`config.mk`:
```
export PLATFORM = sky130hd
export DESIGN_NAME = mqtt_qos_keepalive_session
export DESIGN_NICKNAME = d
export VERILOG_FILES = /design/src/hw/rtl/mqs_pkg.sv /design/src/hw/rtl/mqs_core.sv /design/src/hw/rtl/mqs_fifo.sv /design/src/hw/rtl/mqtt_qos_keepalive_session.sv
export SDC_FILE = /design/constraint.sdc
export NUM_CORES = 1
export LEC_CHECK = 0
export BUFFER_PORTS_ARGS = -buffer_cell sky130_fd_sc_hd__buf_2
export CAP_MARGIN = 15
export CORE_ASPECT_RATIO = 1.1
export CORE_MARGIN = 2
export CORE_UTILIZATION = 25
export CTS_CLUSTER_DIAMETER = 50
export DETAILED_ROUTE_END_ITERATION = 6
export PLACE_DENSITY = 0.4
export SYNTH_ARGS = -nofsm -noshare
export SYNTH_HDL_FRONTEND = slang
export SYNTH_SLANG_ARGS = --single-unit
```
`constraint.sdc`:
```
create_clock -name clk -period 9.6 [get_ports clk]
set_input_delay 0.96 -clock clk [delete_from_list [all_inputs] [get_ports clk]]
set_output_delay 0.96 -clock clk [all_outputs]
set_load 0.005 [all_outputs]
```
`src/hw/rtl/mqs_pkg.sv`:
```
// Shared types and constants of the MQTT session tracker.
// Used by every module of the block; depends on nothing.
package mqs_pkg;

	localparam logic [1:0] FUNC_TICK  = 2'd0;
	localparam logic [1:0] FUNC_RECV  = 2'd1;
	localparam logic [1:0] FUNC_OFFER = 2'd2;
	localparam logic [1:0] FUNC_POLL  = 2'd3;

	localparam logic [3:0] T_NONE      = 4'd0;
	localparam logic [3:0] T_PUBLISH   = 4'd3;
	localparam logic [3:0] T_PUBACK    = 4'd4;
	localparam logic [3:0] T_PUBREC    = 4'd5;
	localparam logic [3:0] T_PUBREL    = 4'd6;
	localparam logic [3:0] T_PUBCOMP   = 4'd7;
	localparam logic [3:0] T_SUBSCRIBE = 4'd8;
	localparam logic [3:0] T_SUBACK    = 4'd9;
	localparam logic [3:0] T_PINGREQ   = 4'd12;
	localparam logic [3:0] T_PINGRESP  = 4'd13;

	localparam logic [1:0] QOS_ONE = 2'd1;
	localparam logic [1:0] QOS_TWO = 2'd2;

	localparam logic [2:0] EV_NONE       = 3'd0;
	localparam logic [2:0] EV_SUBSCRIBED = 3'd1;
	localparam logic [2:0] EV_SUB_FAILED = 3'd2;
	localparam logic [2:0] EV_PUBLISHED  = 3'd3;
	localparam logic [2:0] EV_DISCONNECT = 3'd4;
	localparam logic [2:0] EV_MSG_RECV   = 3'd5;

	localparam logic [1:0] REG_KEEPALIVE   = 2'd0;
	localparam logic [1:0] REG_ACK_TIMEOUT = 2'd1;
	localparam logic [1:0] REG_SEND_GAP    = 2'd2;

	localparam int unsigned MS_PER_S       = 1000;
	localparam logic [25:0] ALIVE_MAX       = 26'h3FF_FFFF;
	localparam logic [15:0] PING_WAIT_MAX   = 16'hFFFF;
	localparam logic [15:0] PING_WAIT_LIMIT = 16'd5000;
	localparam logic [2:0]  PING_LIMIT      = 3'd4;
	localparam logic [7:0]  SUBACK_FAIL     = 8'h80;

	localparam logic [25:0] ALIVE_LIMIT_RST = 26'(60 * MS_PER_S);
	localparam logic [15:0] ACK_TIMEOUT_RST = 16'd3000;
	localparam logic [15:0] SEND_GAP_RST    = 16'd3000;

	typedef struct packed {
		logic [1:0]  func;
		logic [3:0]  pkt_type;
		logic [1:0]  pkt_qos;
		logic [15:0] pkt_id;
		logic [7:0]  last_byte;
		logic        queue_has_room;
	} item_t;

	typedef struct packed {
		logic        tx_accept;
		logic        reply_valid;
		logic [3:0]  reply_type;
		logic [15:0] reply_id;
		logic [2:0]  event_res;
		logic [15:0] event_id;
		logic        last;
	} result_t;

	typedef struct packed {
		logic [25:0] alive_limit;
		logic [15:0] ack_timeout;
		logic [15:0] send_gap;
	} cfg_t;

	typedef struct packed {
		logic [1:0] count;
		result_t    r1;
		result_t    r0;
	} push_t;

endpackage

```
`src/hw/rtl/mqs_core.sv`:
```
// Session state and combinational evaluation of one request.
// Depends on mqs_pkg for the request, result and configuration types.
module mqs_core (
	input  logic           clk,
	input  logic           arst_n,
	input  logic           enable,
	input  mqs_pkg::item_t item,
	input  mqs_pkg::cfg_t  cfg,
	output mqs_pkg::push_t push
);

	logic [3:0]  pending_type_q, pending_type_d;
	logic [15:0] pending_id_q, pending_id_d;
	logic [15:0] ack_timer_q, ack_timer_d;
	logic [15:0] send_timer_q, send_timer_d;
	logic [25:0] alive_q, alive_d;
	logic [15:0] ping_wait_q, ping_wait_d;
	logic [2:0]  pings_q, pings_d;
	logic        ping_due_q, ping_due_d;

	always_comb begin
		mqs_pkg::result_t r0;
		mqs_pkg::result_t r1;
		mqs_pkg::result_t ping_a;
		mqs_pkg::result_t ping_b;
		logic [1:0] cnt;
		logic       att1;
		logic       att2;
		logic [2:0] pu_a;
		logic [2:0] pu_b;
		logic [2:0] ev_a;
		logic [2:0] ev_b;

		pending_type_d = pending_type_q;
		pending_id_d   = pending_id_q;
		ack_timer_d    = ack_timer_q;
		send_timer_d   = send_timer_q;
		alive_d        = alive_q;
		ping_wait_d    = ping_wait_q;
		pings_d        = pings_q;
		ping_due_d     = ping_due_q;
		r0             = '0;
		r1             = '0;
		ping_a         = '0;
		ping_b         = '0;
		cnt            = 2'd0;
		att1           = 1'b0;
		att2           = 1'b0;
		pu_a           = pings_q;
		pu_b           = pings_q;
		ev_a           = mqs_pkg::EV_NONE;
		ev_b           = mqs_pkg::EV_NONE;

		unique case (item.func)
			mqs_pkg::FUNC_TICK: begin
				if (ack_timer_q != '0) begin
					ack_timer_d = ack_timer_q - 16'd1;
				end
				if (send_timer_q != '0) begin
					send_timer_d = send_timer_q - 16'd1;
				end
				if (pings_q != '0) begin
					if (ping_wait_q != mqs_pkg::PING_WAIT_MAX) begin
						ping_wait_d = ping_wait_q + 16'd1;
					end
				end else begin
					ping_wait_d = '0;
				end
				if (alive_q != mqs_pkg::ALIVE_MAX) begin
					alive_d = alive_q + 26'd1;
				end
				if (alive_d >= cfg.alive_limit) begin
					ping_due_d = 1'b1;
				end
			end
			mqs_pkg::FUNC_RECV: begin
				r0.last = 1'b1;
				cnt     = 2'd1;
				if (pending_type_q == mqs_pkg::T_SUBSCRIBE) begin
					pings_d     = '0;
					ping_wait_d = '0;
					if (item.pkt_type == mqs_pkg::T_SUBACK) begin
						ack_timer_d = '0;
						r0.event_id = pending_id_q;
						if (item.pkt_id == pending_id_q &&
								item.last_byte != mqs_pkg::SUBACK_FAIL) begin
							pending_type_d = mqs_pkg::T_SUBACK;
							r0.event_res   = mqs_pkg::EV_SUBSCRIBED;
						end else begin
							pending_type_d = mqs_pkg::T_NONE;
							r0.event_res   = mqs_pkg::EV_SUB_FAILED;
						end
					end
				end
				case (item.pkt_type) inside
					mqs_pkg::T_PUBLISH: begin
						pings_d     = '0;
						ping_wait_d = '0;
						if (item.pkt_qos == mqs_pkg::QOS_ONE) begin
							r0.reply_valid = 1'b1;
							r0.reply_type  = mqs_pkg::T_PUBACK;
							r0.reply_id    = item.pkt_id;
						end else if (item.pkt_qos == mqs_pkg::QOS_TWO) begin
							r0.reply_valid = 1'b1;
							r0.reply_type  = mqs_pkg::T_PUBREC;
							r0.reply_id    = item.pkt_id;
						end
						r0.event_res = mqs_pkg::EV_MSG_RECV;
						r0.event_id  = '0;
					end
					mqs_pkg::T_PUBACK, mqs_pkg::T_PUBCOMP: begin
						if (pending_type_q == mqs_pkg::T_PUBLISH &&
								pending_id_q == item.pkt_id) begin
							pending_type_d = mqs_pkg::T_NONE;
							ack_timer_d    = '0;
							r0.event_res   = mqs_pkg::EV_PUBLISHED;
							r0.event_id    = '0;
						end
					end
					mqs_pkg::T_PUBREC: begin
						r0.reply_valid = 1'b1;
						r0.reply_type  = mqs_pkg::T_PUBREL;
						r0.reply_id    = item.pkt_id;
						ack_timer_d    = '0;
					end
					mqs_pkg::T_PUBREL: begin
						r0.reply_valid = 1'b1;
						r0.reply_type  = mqs_pkg::T_PUBCOMP;
						r0.reply_id    = item.pkt_id;
					end
					mqs_pkg::T_PINGRESP: begin
						pings_d     = '0;
						ping_wait_d = '0;
					end
					default: begin
					end
				endcase
			end
			mqs_pkg::FUNC_OFFER: begin
				r0.last = 1'b1;
				cnt     = 2'd1;
				if (ack_timer_q == '0 && send_timer_q == '0) begin
					r0.tx_accept = 1'b1;
					if (item.pkt_type == mqs_pkg::T_SUBSCRIBE) begin
						pending_id_d   = item.pkt_id;
						pending_type_d = mqs_pkg::T_SUBSCRIBE;
						ack_timer_d    = cfg.ack_timeout;
					end else if (item.pkt_type == mqs_pkg::T_PUBLISH) begin
						if (item.pkt_qos == mqs_pkg::QOS_ONE ||
								item.pkt_qos == mqs_pkg::QOS_TWO) begin
							pending_id_d   = item.pkt_id;
							pending_type_d = mqs_pkg::T_PUBLISH;
							ack_timer_d    = cfg.ack_timeout;
						end
					end else if (item.pkt_type == mqs_pkg::T_PUBREL) begin
						ack_timer_d = cfg.ack_timeout;
					end
					send_timer_d = cfg.send_gap;
				end
			end
			mqs_pkg::FUNC_POLL: begin
				att1 = ping_due_q && item.queue_has_room;
				att2 = (ping_wait_q > mqs_pkg::PING_WAIT_LIMIT) && item.queue_has_room;
				if (att1) begin
					pu_a = pings_q + 3'd1;
					if (pu_a >= mqs_pkg::PING_LIMIT) begin
						pu_a = '0;
						ev_a = mqs_pkg::EV_DISCONNECT;
					end
				end
				pu_b = pu_a;
				if (att2) begin
					pu_b = pu_a + 3'd1;
					if (pu_b >= mqs_pkg::PING_LIMIT) begin
						pu_b = '0;
						ev_b = mqs_pkg::EV_DISCONNECT;
					end
				end
				pings_d = pu_b;
				if (att1 || att2) begin
					alive_d    = '0;
					ping_due_d = 1'b0;
				end
				if (ping_wait_q > mqs_pkg::PING_WAIT_LIMIT) begin
					ping_wait_d = '0;
				end
				ping_a.reply_valid = 1'b1;
				ping_a.reply_type  = mqs_pkg::T_PINGREQ;
				ping_a.event_res   = ev_a;
				ping_a.last        = !att2;
				ping_b.reply_valid = 1'b1;
				ping_b.reply_type  = mqs_pkg::T_PINGREQ;
				ping_b.event_res   = ev_b;
				ping_b.last        = 1'b1;
				if (att1) begin
					r0 = ping_a;
					r1 = ping_b;
				end else begin
					r0 = ping_b;
				end
				cnt = {1'b0, att1} + {1'b0, att2};
			end
		endcase

		push.count = enable ? cnt : 2'd0;
		push.r0    = r0;
		push.r1    = r1;
	end

	always_ff @(posedge clk or negedge arst_n) begin
		if (!arst_n) begin
			pending_type_q <= '0;
			pending_id_q   <= '0;
			ack_timer_q    <= '0;
			send_timer_q   <= '0;
			alive_q        <= '0;
			ping_wait_q    <= '0;
			pings_q        <= '0;
			ping_due_q     <= 1'b0;
		end else if (enable) begin
			pending_type_q <= pending_type_d;
			pending_id_q   <= pending_id_d;
			ack_timer_q    <= ack_timer_d;
			send_timer_q   <= send_timer_d;
			alive_q        <= alive_d;
			ping_wait_q    <= ping_wait_d;
			pings_q        <= pings_d;
			ping_due_q     <= ping_due_d;
		end
	end

endmodule

```
`src/hw/rtl/mqs_fifo.sv`:
```
// Four-entry result queue that takes up to two results a cycle.
// Depends on mqs_pkg for the result and push types.
module mqs_fifo (
	input  logic             clk,
	input  logic             arst_n,
	input  mqs_pkg::push_t   push,
	input  logic             pop,
	output mqs_pkg::result_t head,
	output logic             not_empty,
	output logic [2:0]       level
);

	mqs_pkg::result_t mem_q [4];
	logic [1:0] wr_ptr_q;
	logic [1:0] rd_ptr_q;
	logic [2:0] level_q;

	always_ff @(posedge clk) begin
		if (push.count != 2'd0) begin
			mem_q[wr_ptr_q] <= push.r0;
		end
		if (push.count == 2'd2) begin
			mem_q[wr_ptr_q + 2'd1] <= push.r1;
		end
	end

	always_ff @(posedge clk or negedge arst_n) begin
		if (!arst_n) begin
			wr_ptr_q <= '0;
			rd_ptr_q <= '0;
			level_q  <= '0;
		end else begin
			wr_ptr_q <= wr_ptr_q + push.count;
			rd_ptr_q <= rd_ptr_q + {1'b0, pop};
			level_q  <= level_q + {1'b0, push.count} - {2'b00, pop};
		end
	end

	assign head      = mem_q[rd_ptr_q];
	assign not_empty = (level_q != '0);
	assign level     = level_q;

endmodule

```
`src/hw/rtl/mqtt_qos_keepalive_session.sv`:
```
// MQTT client session tracker: a request is held in the input register, evaluated by
// the core while the queue has room and its results written to the output queue. A
// request is taken every cycle while the queue has room for two results; results leave
// one per cycle, so output stalls and polls with two pings hold the input off. Reset
// clears all session state and the queue and loads the register defaults. Depends on
// mqs_pkg, mqs_core, mqs_fifo.
module mqtt_qos_keepalive_session (
	input  logic             clk,
	input  logic             arst_n,
	input  logic             cmd_valid,
	output logic             cmd_stall,
	input  mqs_pkg::item_t   cmd,
	output logic             res_valid,
	input  logic             res_stall,
	output mqs_pkg::result_t res,
	input  logic             cfg_valid,
	output logic             cfg_ready,
	input  logic [1:0]       cfg_index,
	input  logic [15:0]      cfg_data
);

	mqs_pkg::item_t item_s1;
	logic           valid_s1;
	mqs_pkg::cfg_t  cfg_q;
	mqs_pkg::push_t push;
	logic [2:0]     level;
	logic           room2;
	logic           process;
	logic           accept;

	assign cfg_ready = 1'b1;
	assign room2     = (level <= 3'd2);
	assign process   = valid_s1 && room2;
	assign cmd_stall = valid_s1 && !room2;
	assign accept    = cmd_valid && !cmd_stall;

	always_ff @(posedge clk or negedge arst_n) begin
		if (!arst_n) begin
			cfg_q.alive_limit <= mqs_pkg::ALIVE_LIMIT_RST;
			cfg_q.ack_timeout <= mqs_pkg::ACK_TIMEOUT_RST;
			cfg_q.send_gap    <= mqs_pkg::SEND_GAP_RST;
		end else if (cfg_valid && cfg_ready) begin
			unique case (cfg_index)
				mqs_pkg::REG_KEEPALIVE: begin
					cfg_q.alive_limit <= 26'(32'(cfg_data) * 32'(mqs_pkg::MS_PER_S));
				end
				mqs_pkg::REG_ACK_TIMEOUT: begin
					cfg_q.ack_timeout <= cfg_data;
				end
				mqs_pkg::REG_SEND_GAP: begin
					cfg_q.send_gap <= cfg_data;
				end
				default: begin
				end
			endcase
		end
	end

	always_ff @(posedge clk or negedge arst_n) begin
		if (!arst_n) begin
			valid_s1 <= 1'b0;
		end else if (accept) begin
			valid_s1 <= 1'b1;
		end else if (process) begin
			valid_s1 <= 1'b0;
		end
	end

	always_ff @(posedge clk or negedge arst_n) begin
		if (!arst_n) begin
			item_s1 <= '0;
		end else if (accept) begin
			item_s1 <= cmd;
		end
	end

	mqs_core u_core (
		.clk    (clk),
		.arst_n (arst_n),
		.enable (process),
		.item   (item_s1),
		.cfg    (cfg_q),
		.push   (push)
	);

	mqs_fifo u_fifo (
		.clk       (clk),
		.arst_n    (arst_n),
		.push      (push),
		.pop       (res_valid && !res_stall),
		.head      (res),
		.not_empty (res_valid),
		.level     (level)
	);

`ifndef SYNTHESIS
	a_level_bound: assert property (@(posedge clk) disable iff (!arst_n)
		level <= 3'd4)
		else $error("result queue level out of range");

	a_empty_has_room: assert property (@(posedge clk) disable iff (!arst_n)
		!res_valid |-> room2)
		else $error("empty result queue reports no room");

	a_accept_loads: assert property (@(posedge clk) disable iff (!arst_n)
		(cmd_valid && !cmd_stall) |=> valid_s1)
		else $error("accepted request not held in input stage");
`endif

endmodule
```
* After elaboration in Yosys (flattened, before gate mapping)
Memories as Yosys holds them, arrays and structs flattened.
Cells that the tools add are included.
** Word-level totals
- Flip-flop bits (word level) :: 194
- Bits in writable memories :: 168
- Word-level logic and storage cells :: 209
- Memories kept :: 1
** Operators by class
- Add/subtract/negate cells :: 12
- Multipliers :: 1
- Order comparisons :: 5
- Eq/ne operators :: 34
- Mux-type cells :: 89
- Reduce and logical (&&, ||, !) cells :: 46
** Memories
- u_fifo.mem_q :: words 4, bits a word 42, rd ports 1, clocked after memory_dff 0, wr ports 2, RTL line mqs_fifo.sv:13 : mqs_pkg::result_t mem_q [4];
** Operators by type and width (number)
- $mux W16 :: 26
- $mux W21 :: 6
- $pmux W16 S3 :: 2
- $mux W19 :: 5
- $pmux W40 S2 :: 1
- $mux W26 :: 3
- $pmux W26 S2 :: 1
- $mux W3 :: 14
- $mux W42 :: 1
- $mux W41 :: 1
- $mux W4 :: 10
- $eq A16 B16 Y1 :: 2
- $logic_not A16 Y1 :: 2
- $pmux W16 S2 :: 1
- $reduce_bool A16 Y1 :: 2
- $sub A16 B1 Y16 const B :: 2
- $add A26 B1 Y26 const B :: 1
- $ge A26 B26 Y1 :: 1
- $ne A26 B26 Y1 const B :: 1
- $mul A16 B7 Y23 const B :: 1
- $mux W20 :: 1
- $add A16 B1 Y16 const B :: 1
- $eq A4 B3 Y1 const B :: 4
- $eq A4 B4 Y1 const B :: 4
- 38 further kinds :: 94

* Longest topological paths before layout
- Depth in word-level cells :: 11
- Depth in mapped cells :: 17
- Gate-level depth less buffers :: 16

* Hierarchy
A second synthesis with hierarchy kept.
** Unflattened totals
- Cell total of the unflattened synthesis :: 1943
- Area, all modules :: 22429.0 µm²
** By module, submodules not included
- mqs_fifo :: instances 1, cells each 444, area an instance 8520.7 µm², sequential area each 5220.0 µm²
- mqs_core :: instances 1, cells each 956, area an instance 7916.3 µm², sequential area each 2452.4 µm²
- mqtt_qos_keepalive_session :: instances 1, cells each 543, area an instance 5992.0 µm², sequential area each 2253.4 µm²

* Worst setup path before layout
OpenSTA, ideal clock, no wires.
- Path kind :: input-to-reg
- Start :: input cfg_data[11]
- End :: register cfg_q[57] in the netlist's numbering
- Setup time :: 0.124 ns
- Data arrival time :: 4.789 ns
- Setup slack :: 4.687 ns
- Stages :: 16
- Path buffers :: 0
- Cells stage by stage :: inv_1 > fa_1 > fa_1 > inv_1 > fa_1 > inv_1 > fa_1 > inv_1 > ha_1 > a21o_1 > o211a_1 > o31ai_1 > a31oi_1 > nor4_1 > nor3_1 > a211o_1
** Between the ends
- Word-level cells in the longest chain between the ends :: 1
** Ends and longest elaborated chain
- start: declaration :: RTL line mqtt_qos_keepalive_session.sv:19 : input logic [15:0] cfg_data
- $mul A16 B7 Y23 :: RTL line mqtt_qos_keepalive_session.sv:45 : cfg_q.alive_limit <= 26'(32'(cfg_data) * 32'(mqs_pkg::MS_PER_S));
- end: declaration :: RTL line mqtt_qos_keepalive_session.sv:24 : mqs_pkg::cfg_t cfg_q;
No other way between the ends.
A chain may end at the register's enable or synchronous reset.

* Worst setup path after layout
- Start :: input cfg_data[10]
- End :: register cfg_q[55] in the netlist's numbering
The elaborated chain is that of the path after synthesis.

==> parameters.txt <==
Parameter                              Value

Run status
  Outcome    finished, final reports clean

Critical path
  R2R cell count    13
  Reg2reg setup slack    4.96 ns
  Start-to-end type of the worst setup path    in2reg
  Kind of end point of the critical path    register
  Reg-to-reg endpoint    u_fifo.mem_q[0][0]$_DFFE_PP_
  Required arrival time at the worst endpoint    10.16 ns
  Reg2Reg Launch Point    u_core.ping_wait_q[0]$_DFFE_PN0P_
  Launching element type of the critical path    input pin
  Arrival time worst endpoint    5.38 ns
  Largest driver fanout on the critical path    6

Synthesis
  Most used flip-flop cell after synthesis    sky130_fd_sc_hd__dfrtp_1
  Number of flops mapped to enable cells by yosys    16
  Net count of the mapped netlist    2094
  Proportion of synthesized chip area in sequential cells    0.425
  Async S/R FF share, synth    0.542
  Count of state elements after synthesis    358
  Top cells by area in the synthesized netlist    sky130_fd_sc_hd__dfrtp_1 (22%), sky130_fd_sc_hd__dfxtp_1 (15%), sky130_fd_sc_hd__a22o_1 (6.7%)
  Syn_area_per_cell    10.4 um2
  Distinct cell type count after synthesis    81
  Number of warnings printed during yosys synthesis    0
  Summed instance area of the synthesized netlist    0.0196 mm2
  Count of mapped cells out of synthesis    1885
  Post-synth top area share    0.221
  Library cell with the largest summed area after synthesis    sky130_fd_sc_hd__dfrtp_1

Pwr
  Switching share of power    0.390
  Worst-case vdd ir drop    0.120 mV
  Leakage power total    9.84 nW
  Sequential share of power    0.320
  Portion of total power attributed to the clock network    0.312
  Combinational share of power    0.368
  Psw    2.66 mW
  Pwr/cell area    294 mW/mm2
  Internal Pwr Total    4.16 mW

Timing
  Period utilization    0.502
  Unrepaired setup endpoints after global routing    false
  Fin Clk Skew    0.0255 ns
  Max Fclk    208 MHz
  Count of final setup violators    0
  Slew @ Worst Pin    1.16 ns
  Fin. max-slew vios    0
  Sum of negative setup slack    0 ns
  Period minus WS final    4.82 ns
  Final Hold Fails    0
  Worst slew slack as a fraction of its limit    0.225

Placed design
  DP Wirelength    41.2 mm
  Count of port buffers added during placement    99
  Cell Area, Placed    0.0212 mm2
  Final weighted congestion of routability-driven global placement    0.781
  Inst Count DP    2935

Route
  Drt drc    0
  Wire length reported by the detailed router    59.4 mm
  Via density per instance    4.93
  Initial drt markers    893
  Vias after detailed routing    15.0k
  Routed len/inst    19.5 um
  Antenna-violating nets left    0
  TritonRoute pass-1 iters    5

Cells and area
  Layout overhead on the synthesized area    18.2%
  Antenna diodes    0
  Count of placed standard cells in the final layout, fillers left out    3043
  Multi-input gate area in the final layout    0.0104 mm2
  Count of fill cells added during filler insertion    8029
  Fraction of layout instances using a drive strength above 1    0.184
  Nets    2168
  Area used by sequential logic in the layout    0.00833 mm2
  Final Cell Area    0.0232 mm2

Die
  I/O Pins    101
  Row count    107
  Die outline width    271 um
  Y dimension of the die    298 um
  Initial cell density of the core    0.253
  Core Region    0.0775 mm2
  Overall die area    0.0807 mm2

CTS
  H-tree depth    2
  Buffer type at the clock tree root    sky130_fd_sc_hd__clkbuf_16
  Insertion delay to the later sink of the worst-skew pair    0.62 ns
  Number of gates resized after CTS    0
  Clock tree from TritonCTS    built
  Clock transition at the registers of the reported paths    0.05 ns
  Number of sinks handled by clock tree synthesis    358
  CTS Buf Count    57
  Largest buffer count on any clock path    3
  Hold buffer count at CTS    0
  Setup Fix Bufs, Post-CTS    0

Global route
  Number of antenna violations at the first check in global routing    1
  Number of global-route vias before repair    15.3k
  Tot GR Track Use    0.147
  Pin count of the biggest net entering global routing    84
  First-pass GRT wire length    93.1 mm
  Total global routing overflow    0

Worst hold path
  Hold/Removal Path Class    in2async

Job
  Max-cap check violation count    0
power by group through the flow:
| stage | combinational [mW] | sequential [mW] | clock (mW) |
|---|---|---|---|
| final | 2.51 | 2.18 | 2.13 |
| after global routing | 2.80 | 2.24 | 2.26 |
| after CTS | 2.53 | 2.19 | 2.19 |
| after detailed placement | 2.52 | 2.21 | 0 |
| after global placement | 2.49 | 2.20 | 0 |
| after floorplan | 1.89 | 2.03 | 0 |
state kept, by name, indices dropped and copies added (netlist names):
signal and cells:
u_core.alive_q 26, u_core.ack_timer_q 16, u_core.pending_type_q 4, u_core.send_timer_q 16, u_fifo.rd_ptr_q 2, u_core.ping_due_q 1, u_core.ping_wait_q 16, u_core.pings_q 3
item_s1 33, u_fifo.wr_ptr_q 2, u_fifo.mem_q 164, u_core.pending_id_q 16, u_fifo.level 3, valid_s1 1, cfg_q 55
worst max-delay path by stage:
stage                                 startpoint                      endpoint  slack (ns)  cells past startpoint
2_1_floorplan                       cfg_data[11]         cfg_q[57]$_DFFE_PN0P_        4.69                     16
3_3_place_gp                         cfg_data[6]         cfg_q[57]$_DFFE_PN0P_        4.18                     15
3_5_place_dp                        cfg_data[11]         cfg_q[57]$_DFFE_PN0P_        4.17                     17
4_1_cts                             cfg_data[11]         cfg_q[57]$_DFFE_PN0P_        4.82                     17
5_1_grt        u_core.ping_wait_q[0]$_DFFE_PN0P_  u_fifo.mem_q[0][0]$_DFFE_PP_        4.55                     13
6_report                            cfg_data[10]         cfg_q[55]$_DFFE_PN0P_        4.78                     17
layout make-up:
cell class	count	area share
Clock buffer	73	0.0676
Clock inverter	35	0.0181
Inverter	133	0.0215
Multi-Input combinational cell	1291	0.450
Sequential cell	358	0.359
Tap cell	1035	0.0559
Timing Repair Buffer	118	0.0280
synthesized netlist by cell type, drive strengths merged, types with 14 or more instances:
cell and count:
a21oi 55, a22o 149, a31oi 20, buf 23
clkbuf 80, dfrtp 173, dfstp 21, dfxtp 148
edfxtp 16, fa 55, ha 98, inv 133
mux2 57, mux4 41, nand2 144, nand2b 15
nand3 42, nand4 19, nor2 98, nor2b 14
nor3 37, nor4 19, o21ai 145, o31ai 30
xnor2 23, xor2 38
per-stage QoR:
step	hold slack [ns]	utilization	power, mW	setup WS (ns)
final	0.382	0.299	6.81	4.78
after global routing	0.422	0.299	7.30	4.55
after CTS	0.384	0.299	6.91	4.82
after detailed placement	0.441	0.273	4.73	4.17
after global placement	0.435	0.273	4.70	4.18
after floorplan	0.420	-	3.92	4.69
layer usage:
| metal | track usage | wire, um | part of all wire | vias to the layer above |
|---|---|---|---|---|
| met2 | 0.236 | 27500 | 0.46 | 335 |
| met5 | 0 | 0 | 0 | - |
| met4 | 0.0425 | 1430 | 0.024 | 0 |
| met3 | 0.0252 | 2690 | 0.045 | 87 |
| li1 | - | - | - | 7049 |
| met1 | 0.202 | 27800 | 0.47 | 7531 |
cell families after synthesis:
kind of cell,after synthesis,synth area share
xor gates and xnor gates,61,0.0272
adders and majority gates,153,0.119
buffers and inverters,236,0.0463
and+or+nand+nor,463,0.118
DFF,358,0.425
other,1,0.000191
muxes,100,0.0809
AOI/OAI and AO/OA,513,0.185
placed cells by master, fill, tap and decap left out, drive strengths merged, types with 38 or more instances in the layout:
cell	Yosys	routed
dfxtp	148	148
mux4	41	41
inv	133	144
nand3	42	42
a21oi	55	55
fa	55	55
clkbuf	80	73
nand2	144	144
nor2	98	98
dfrtp	173	173
o21ai	145	145
ha	98	98
a22o	149	149
xor2	38	38
mux2	57	57
buf	23	118
worst max-delay path: stages:
cell	delay (ns)
sky130_fd_sc_hd__buf_2	0.12
sky130_fd_sc_hd__inv_1	0.25
sky130_fd_sc_hd__fa_1	0.49
sky130_fd_sc_hd__fa_1	0.51
sky130_fd_sc_hd__inv_1	0.05
sky130_fd_sc_hd__fa_1	0.50
sky130_fd_sc_hd__inv_1	0.05
sky130_fd_sc_hd__fa_1	0.50
sky130_fd_sc_hd__inv_1	0.04
sky130_fd_sc_hd__ha_1	0.38
sky130_fd_sc_hd__and3_1	0.23
sky130_fd_sc_hd__and3_1	0.22
sky130_fd_sc_hd__nand4_1	0.13
sky130_fd_sc_hd__a31oi_1	0.35
sky130_fd_sc_hd__nor2_1	0.10
sky130_fd_sc_hd__nor4b_1	0.33
sky130_fd_sc_hd__a211o_1	0.15
Power figures use the tool's default switching activity.
